`config.mk`:
```
export PLATFORM = sky130hd
export DESIGN_NAME = float_exponent_significand_split
export DESIGN_NICKNAME = d
export VERILOG_FILES = /design/src/sv/fesp_pkg.sv /design/src/sv/float_exponent_significand_split.sv /design/src/sv/fesp_decode.sv /design/src/sv/fesp_norm.sv /design/src/sv/fesp_pack.sv
export SDC_FILE = /design/constraint.sdc
export NUM_CORES = 1
export LEC_CHECK = 0
export BUFFER_PORTS_ARGS = -buffer_cell sky130_fd_sc_hd__buf_2
export CAP_MARGIN = 25
export CORE_MARGIN = 2
export CORE_UTILIZATION = 30
export CTS_CLUSTER_DIAMETER = 60
export DETAILED_ROUTE_END_ITERATION = 10
export SYNTH_ARGS = -nofsm -noshare
export SYNTH_HDL_FRONTEND = slang
export SYNTH_SLANG_ARGS = --single-unit
export TNS_END_PERCENT = 1
```
`constraint.sdc`:
```
create_clock -name i_clk -period 3.9 [get_ports i_clk]
set_input_delay 0.195 -clock i_clk [delete_from_list [all_inputs] [get_ports i_clk]]
set_output_delay 0.195 -clock i_clk [all_outputs]
set_load 0.05 [all_outputs]
```
`src/sv/fesp_pkg.sv`:
```
// shared types, constants and helpers for the float exponent/significand split
`timescale 1ns / 1ps
`default_nettype none
package fesp_pkg;

    localparam int          MANT_W    = 23;
    localparam int          LZC_W     = 5;
    localparam logic [7:0]  BEXP_MAX  = 8'hFF;
    localparam logic [7:0]  BEXP_MIN  = 8'h00;
    localparam logic [15:0] EXP_SAT   = 16'h7FFF;
    localparam logic [15:0] EXP_ZERO  = 16'h8001;
    localparam logic [15:0] EXP_BIAS  = 16'd127;
    localparam logic [31:0] SIG_NAN   = 32'hFFFF_FFFF;
    localparam logic [31:0] SIG_NONE  = 32'h0000_0000;

    // input classes
    typedef enum logic [2:0] {
        CLS_NORMAL = 3'd0,
        CLS_SUB    = 3'd1,
        CLS_ZERO   = 3'd2,
        CLS_INF    = 3'd3,
        CLS_NAN    = 3'd4
    } t_cls;

    // stage 1 -> stage 2
    typedef struct packed {
        logic              sign;
        t_cls              cls;
        logic [7:0]        bexp;
        logic [MANT_W-1:0] mant;
        logic [LZC_W-1:0]  lzc;
    } t_dec;

    // stage 2 -> stage 3
    typedef struct packed {
        logic        sign;
        t_cls        cls;
        logic [15:0] expo;
        logic [31:0] sig;
    } t_nrm;

    // leading zeros of the mantissa field, only meaningful for a nonzero value
    function automatic logic [LZC_W-1:0] mant_lzc(input logic [MANT_W-1:0] mant);
        logic [LZC_W-1:0] n;
        n = '0;
        for (int i = 0; i < MANT_W; i++) begin
            if (mant[i]) begin
                n = LZC_W'(MANT_W - 1 - i);
            end
        end
        return n;
    endfunction

endpackage
`default_nettype wire

```
`src/sv/float_exponent_significand_split.sv`:
```
// top level of the single-precision float exponent/significand split
`timescale 1ns / 1ps
`default_nettype none
// Splits an IEEE-754 single-precision bit pattern into an exponent word (sign in
// bit 31, signed 16-bit exponent in bits 15:0) and a significand word with the
// leading one in bit 31; subnormals are normalized, zero, infinity and NaN give
// their fixed codes. Three register stages (decode with leading-zero count,
// normalizing shift, word assembly into the output register) carry each item in
// that order, and one item is taken every cycle while the output is being
// drained. A stall holds the pipeline; empty stages still fill, so the input
// stays ready until all three stages hold data.
module float_exponent_significand_split (
    input  wire logic        i_clk,
    input  wire logic        i_rst_n,
    input  wire logic        i_valid,
    output logic             o_ready,
    input  wire logic [31:0] i_float_bits,
    output logic             o_valid,
    input  wire logic        i_ready,
    output logic [31:0]      o_exponent_word,
    output logic [31:0]      o_significand_word
);
    import fesp_pkg::*;

    logic vld_dec;
    logic rdy_dec;
    t_dec dec;
    logic vld_nrm;
    logic rdy_nrm;
    t_nrm nrm;
    logic rdy_pack;

    assign rdy_dec = rdy_nrm;

    fesp_decode u_decode (
        .i_clk        (i_clk),
        .i_rst_n      (i_rst_n),
        .i_vld        (i_valid),
        .i_float_bits (i_float_bits),
        .o_rdy        (o_ready),
        .o_vld        (vld_dec),
        .o_dec        (dec),
        .i_rdy_nxt    (rdy_dec)
    );

    fesp_norm u_norm (
        .i_clk     (i_clk),
        .i_rst_n   (i_rst_n),
        .i_vld     (vld_dec),
        .i_dec     (dec),
        .o_rdy     (rdy_nrm),
        .o_vld     (vld_nrm),
        .o_nrm     (nrm),
        .i_rdy_nxt (rdy_pack)
    );

    fesp_pack u_pack (
        .i_clk              (i_clk),
        .i_rst_n            (i_rst_n),
        .i_vld              (vld_nrm),
        .i_nrm              (nrm),
        .o_rdy              (rdy_pack),
        .o_vld              (o_valid),
        .o_exponent_word    (o_exponent_word),
        .o_significand_word (o_significand_word),
        .i_rdy_nxt          (i_ready)
    );

endmodule
`default_nettype wire

```
`src/sv/fesp_decode.sv`:
```
// stage 1: field split, classification and leading-zero count
`timescale 1ns / 1ps
`default_nettype none
module fesp_decode (
    input  wire logic          i_clk,
    input  wire logic          i_rst_n,
    input  wire logic          i_vld,
    input  wire logic [31:0]   i_float_bits,
    output logic               o_rdy,
    output logic               o_vld,
    output fesp_pkg::t_dec     o_dec,
    input  wire logic          i_rdy_nxt
);
    import fesp_pkg::*;

    logic r_vld;
    t_dec r_dec;
    t_dec n_dec;

    assign o_rdy = !r_vld || i_rdy_nxt;

    always_comb begin
        n_dec.sign = i_float_bits[31];
        n_dec.bexp = i_float_bits[30:23];
        n_dec.mant = i_float_bits[MANT_W-1:0];
        n_dec.lzc  = mant_lzc(i_float_bits[MANT_W-1:0]);
        if (n_dec.bexp == BEXP_MAX) begin
            n_dec.cls = (n_dec.mant == '0) ? CLS_INF : CLS_NAN;
        end else if (n_dec.bexp == BEXP_MIN) begin
            n_dec.cls = (n_dec.mant == '0) ? CLS_ZERO : CLS_SUB;
        end else begin
            n_dec.cls = CLS_NORMAL;
        end
    end

    always_ff @(posedge i_clk) begin
        if (!i_rst_n) begin
            r_vld <= 1'b0;
        end else if (o_rdy) begin
            r_vld <= i_vld;
        end
    end

    always_ff @(posedge i_clk) begin
        if (o_rdy && i_vld) begin
            r_dec <= n_dec;
        end
    end

    assign o_vld = r_vld;
    assign o_dec = r_dec;

endmodule
`default_nettype wire

```
`src/sv/fesp_norm.sv`:
```
// stage 2: normalizing shift and unbiased exponent
`timescale 1ns / 1ps
`default_nettype none
module fesp_norm (
    input  wire logic          i_clk,
    input  wire logic          i_rst_n,
    input  wire logic          i_vld,
    input  wire fesp_pkg::t_dec i_dec,
    output logic               o_rdy,
    output logic               o_vld,
    output fesp_pkg::t_nrm     o_nrm,
    input  wire logic          i_rdy_nxt
);
    import fesp_pkg::*;

    logic r_vld;
    t_nrm r_nrm;
    t_nrm n_nrm;

    assign o_rdy = !r_vld || i_rdy_nxt;

    always_comb begin
        n_nrm.sign = i_dec.sign;
        n_nrm.cls  = i_dec.cls;
        case (i_dec.cls)
            CLS_NORMAL: begin
                n_nrm.sig  = {1'b1, i_dec.mant, 8'b0};
                n_nrm.expo = {8'b0, i_dec.bexp} - EXP_BIAS;
            end
            CLS_SUB: begin
                // top set bit of the mantissa lands on bit 31
                n_nrm.sig  = {i_dec.mant, 9'b0} << i_dec.lzc;
                n_nrm.expo = 16'(0) - EXP_BIAS - {11'b0, i_dec.lzc};
            end
            CLS_ZERO: begin
                n_nrm.sig  = SIG_NONE;
                n_nrm.expo = EXP_ZERO;
            end
            CLS_INF: begin
                n_nrm.sig  = SIG_NONE;
                n_nrm.expo = EXP_SAT;
            end
            default: begin
                n_nrm.sig  = SIG_NAN;
                n_nrm.expo = EXP_SAT;
            end
        endcase
    end

    always_ff @(posedge i_clk) begin
        if (!i_rst_n) begin
            r_vld <= 1'b0;
        end else if (o_rdy) begin
            r_vld <= i_vld;
        end
    end

    always_ff @(posedge i_clk) begin
        if (o_rdy && i_vld) begin
            r_nrm <= n_nrm;
        end
    end

    assign o_vld = r_vld;
    assign o_nrm = r_nrm;

endmodule
`default_nettype wire

```
`src/sv/fesp_pack.sv`:
```
// stage 3: output word assembly and output register
`timescale 1ns / 1ps
`default_nettype none
module fesp_pack (
    input  wire logic          i_clk,
    input  wire logic          i_rst_n,
    input  wire logic          i_vld,
    input  wire fesp_pkg::t_nrm i_nrm,
    output logic               o_rdy,
    output logic               o_vld,
    output logic [31:0]        o_exponent_word,
    output logic [31:0]        o_significand_word,
    input  wire logic          i_rdy_nxt
);
    import fesp_pkg::*;

    logic        r_vld;
    logic [31:0] r_exponent_word;
    logic [31:0] r_significand_word;
    logic [31:0] n_exponent_word;
    logic        n_sign;

    assign o_rdy = !r_vld || i_rdy_nxt;

    // nan drops the sign
    assign n_sign          = (i_nrm.cls == CLS_NAN) ? 1'b0 : i_nrm.sign;
    assign n_exponent_word = {n_sign, 15'b0, i_nrm.expo};

    always_ff @(posedge i_clk) begin
        if (!i_rst_n) begin
            r_vld <= 1'b0;
        end else if (o_rdy) begin
            r_vld <= i_vld;
        end
    end

    always_ff @(posedge i_clk) begin
        if (o_rdy && i_vld) begin
            r_exponent_word    <= n_exponent_word;
            r_significand_word <= i_nrm.sig;
        end
    end

    assign o_vld              = r_vld;
    assign o_exponent_word    = r_exponent_word;
    assign o_significand_word = r_significand_word;

endmodule
`default_nettype wire
```
==> impl_summary.log <==
[metrics] Detailed Place HPWL: 10200 µm
[metrics] adder and majority cell fraction of the synthesized area: 0.430%
[metrics] share of the clock period used by the worst path: 63.2%
[metrics] RSZ-0062 raised after global routing: no
[metrics] outcome: finished, final reports clean
[metrics] count of endpoints failing hold in the final timing report: 0
[metrics] synthesis-to-layout area growth: 24.0%
[metrics] Hold Crit Class: input pin to flop
[metrics] worst-margin pin slew: 0.959 ns
[metrics] synthesized-area fraction occupied by xor and xnor cells: 1.20%
[metrics] multiplexer share of the synthesized area: 7.55%
[metrics] final setup TNS: 0 ns
[metrics] Die Y-Extent: 143 µm
[metrics] routing layer with the top usage in global route: met2
[metrics] synthesis-stage register bit count: 118
[metrics] GP Congestion: 0.903
[metrics] part of the Yosys area used for sequential elements: 60.4%
[metrics] area post-placement: 0.00642 mm²
[metrics] H-tree level count: 4
[metrics] share of final-layout standard cells stronger than drive strength 1: roughly 27%
[metrics] n_diodes: 0
[metrics] Iter 0 DRT Violations: 251
[metrics] number of cells upsized or downsized after cts: 0
[metrics] Setup Slack @ Placement: between 1 and 1.5 ns
[metrics] wire length of the first global-routing pass: 21200 µm
[metrics] Critical Path Sink Type: flop
[metrics] fraction of met1 tracks used by global routing: between 10% and 20%
[metrics] synthesized area divided by synthesized cell count: 12.9 µm²
[metrics] CP max FO: 18
[metrics] simple-gate area share of the yosys netlist: 10.0%
[metrics] distinct cell type count after synthesis: 59
[metrics] pin count of the biggest net entering global routing: 41
[metrics] Setup Buffers After CTS: 0
[metrics] # Max-Cap Violations: 0
[metrics] crit path kind: flop to flop
[metrics] number of cells on the worst reg-to-reg path: 6
[metrics] area fraction in compound gates after synthesis: 13.7%
[metrics] starting density of the core: 30.8%
[metrics] count of fill cells added during filler insertion: roughly 1900
[metrics] post-DR vias/cell: 4.85
[metrics] Async S/R FF share, synth: 0%
[metrics] overflow left after global routing: 0
[metrics] count of final setup violators: 0
[metrics] x dimension of the die: 143 µm
[metrics] final cell utilization of the core: about two fifths
[metrics] pwr dens: 469 mW/mm²
[metrics] Net count, final: 590
[metrics] post-route cell area: 0.00721 mm²
[metrics] count of buffers inserted at the top-level ports: 86
[metrics] Yosys warning count: 0
[metrics] number of enable-type register cells in the synthesized netlist: 115
[metrics] met3 Resource Use GR: 3.79%
[metrics] die area: just over 0.02 mm²
[metrics] Slew Limit Headroom: 35.9%
[metrics] total wirelength of the detailed-routed design: 13600 µm
[metrics] WL per Instance: between 15 and 20 µm
[metrics] overall via count from detail_route: around 4000
[metrics] CTS root buf: sky130_fd_sc_hd__clkbuf_16
[metrics] Core Area: 0.0189 mm²
[metrics] M2 GR Usage: between 20 and 25%
[metrics] post-synthesis cell count: 451
[metrics] cell area after technology mapping: 0.00582 mm²
[metrics] placed cell count: 769
[metrics] I/O pin count: 102
[metrics] dominant combinational cell family by area after synthesis: compound AO/OA/AOI/OAI gates
[metrics] worst clock skew on the final layout: 0.00624 ns
[metrics] register clock-pin slew on the reported worst setup and hold paths: 0.06 ns
[metrics] clock buffer depth: 2
[metrics] final critical-path setup slack: roughly 1.4 ns
[metrics] CTS tree: built
[metrics] standard-cell row count: 50
[metrics] number of cells in the finished layout apart from fillers: 825
[metrics] Clock Sink Count: 118
[metrics] data arrival time of the critical path: 2.62 ns
[metrics] clock latency on the worst-skew pair: 0.41 ns
[metrics] Total Routing Usage GR: around 14%
[metrics] Top FF cell, synth: sky130_fd_sc_hd__edfxtp_1
[metrics] initial antenna violation count: 0
[metrics] total clock buffers created by CTS: 17
[metrics] fin crit period: between 2 and 2.5 ns
[metrics] worst endpoint required time: 4.05 ns
[metrics] startpoint type of the worst setup path: flop
[metrics] hold bufs inserted after CTS: 23
[metrics] maximum clock frequency: between 400 and 500 MHz
[metrics] number of detailed-routing iterations run before antenna repair: 5
[metrics] leakage power of the design: 2.60 nW
[metrics] via count of the first global-routing pass: 3894
[metrics] number of nets with antenna violations after detailed routing: 0
[metrics] count of final max-slew check failures: 0
[metrics] Hold Path Cell Cnt: 2
[metrics] IR drop worst, VDD: 0.259 mV
[metrics] DRC viols: 0
==> Yosys cell counts (4+ instances only) <==
| master | n | area (µm²) |
|---|---|---|
| sky130_fd_sc_hd__a21oi_1 | 17 | 85.1 |
| sky130_fd_sc_hd__xnor2_1 | 5 | 43.8 |
| sky130_fd_sc_hd__a221oi_1 | 10 | 87.6 |
| sky130_fd_sc_hd__a221o_1 | 16 | 160 |
| sky130_fd_sc_hd__inv_1 | 11 | 41.3 |
| sky130_fd_sc_hd__mux2i_1 | 18 | 180 |
| sky130_fd_sc_hd__mux2_2 | 11 | 124 |
| sky130_fd_sc_hd__nand3_1 | 5 | 25.0 |
| sky130_fd_sc_hd__edfxtp_1 | 115 | 3450 |
| sky130_fd_sc_hd__nand2_1 | 21 | 78.8 |
| sky130_fd_sc_hd__o22ai_1 | 10 | 62.6 |
| sky130_fd_sc_hd__a21boi_0 | 4 | 30.0 |
| sky130_fd_sc_hd__nor4_1 | 7 | 43.8 |
| sky130_fd_sc_hd__clkbuf_1 | 7 | 26.3 |
| sky130_fd_sc_hd__nor2_1 | 33 | 124 |
| sky130_fd_sc_hd__o21ai_0 | 16 | 80.1 |
| sky130_fd_sc_hd__buf_2 | 9 | 45.0 |
| sky130_fd_sc_hd__nor3_1 | 15 | 75.1 |
| sky130_fd_sc_hd__a211oi_1 | 7 | 52.6 |
| sky130_fd_sc_hd__a211o_1 | 4 | 35.0 |
| sky130_fd_sc_hd__buf_4 | 31 | 233 |
| sky130_fd_sc_hd__nand2b_1 | 11 | 68.8 |
| sky130_fd_sc_hd__nor2b_1 | 7 | 43.8 |
==> critical path: stages (launching register included) <==
cell and delay, ns:
sky130_fd_sc_hd__edfxtp_1 0.78, sky130_fd_sc_hd__buf_16 0.23, sky130_fd_sc_hd__mux2_2 0.38, sky130_fd_sc_hd__o22a_1 0.23, sky130_fd_sc_hd__o221ai_2 0.07, sky130_fd_sc_hd__o22ai_1 0.12
sky130_fd_sc_hd__or4_1 0.40
==> metrics by stage <==
stage	power, mW	hold slack, ns
after floorplan	1.86	0.294
after global placement	1.97	0.375
after detailed placement	1.98	0.374
after CTS	3.41	0.00208
after global routing	3.51	0.0191
final	3.39	0.0184
==> final timing paths <==
path              slack (ns)                             from                                endpoint
hold / removal          0.02                          i_rst_n               u_pack.o_vld$_SDFFE_PN0P_
setup / recovery        1.43  u_decode.o_dec[2]$_SDFFCE_PP0P_              u_norm.o_nrm[26]$_DFFE_PP_
setup reg to reg        1.43  u_decode.o_dec[2]$_SDFFCE_PP0P_              u_norm.o_nrm[26]$_DFFE_PP_
hold reg to reg         0.41        u_norm.o_nrm[9]$_DFFE_PP_  u_pack.o_significand_word[9]$_DFFE_PP_
==> state kept, by name, summed over array words and instances, names as in the netlist <==
signal and flops:
u_pack.o_exponent_word 11, u_decode.o_vld 1, u_norm.o_nrm 39, u_pack.o_significand_word 25, u_decode.o_dec 40, u_pack.o_vld 1
u_norm.o_vld 1
==> layer usage <==
metal	vias to the layer above	routed length, µm
met5	-	0
met4	0	300
met3	23	791
met2	142	5970
met1	1911	6520
li1	1922	-
==> area by class of cell <==
cell class	count	area (µm²)	area share, %
Clock buffer	18	429	5.95
Clock inverter	14	111	1.54
Inverter	13	48.8	0.676
Multi-Input combinational cell	284	2010	27.8
Sequential cell	118	3510	48.7
Tap cell	260	325	4.51
Timing Repair Buffer	118	781	10.8
==> power breakdown <==
part	switching [mW]	internal, mW
clock network	0.543	0.865
registers	0.0667	1.47
logic	0.275	0.170
==> cells in the final DEF, fill, tap and decap left out, types with 5 or more instances in the layout <==
master                          count
sky130_fd_sc_hd__a211oi_1           7
sky130_fd_sc_hd__a21oi_1           17
sky130_fd_sc_hd__a221o_1           16
sky130_fd_sc_hd__a221oi_1          10
sky130_fd_sc_hd__buf_2             86
sky130_fd_sc_hd__buf_4              6
sky130_fd_sc_hd__clkbuf_16         17
sky130_fd_sc_hd__clkinv_2           5
sky130_fd_sc_hd__conb_1            15
sky130_fd_sc_hd__dlygate4sd3_1     23
sky130_fd_sc_hd__edfxtp_1         115
sky130_fd_sc_hd__inv_1             11
sky130_fd_sc_hd__mux2_2            11
sky130_fd_sc_hd__mux2i_1           18
sky130_fd_sc_hd__nand2_1           21
sky130_fd_sc_hd__nand2b_1          11
sky130_fd_sc_hd__nand3_1            5
sky130_fd_sc_hd__nor2_1            33
sky130_fd_sc_hd__nor2b_1            6
sky130_fd_sc_hd__nor3_1            15
sky130_fd_sc_hd__nor4_1             7
sky130_fd_sc_hd__o21ai_0           16
sky130_fd_sc_hd__o22ai_1           10
sky130_fd_sc_hd__xnor2_1            5
==> logic make-up after synthesis <==
kind of cell	after synthesis
flip-flops	118
AND/OR/NAND/NOR	114
AO/OA/AOI/OAI	109
buffers and inverters	63
multiplexers	36
XOR/XNOR	8
adder cells (fa/ha/maj)	2
other	1
Note: power is estimated with default switching activity, not from simulation.
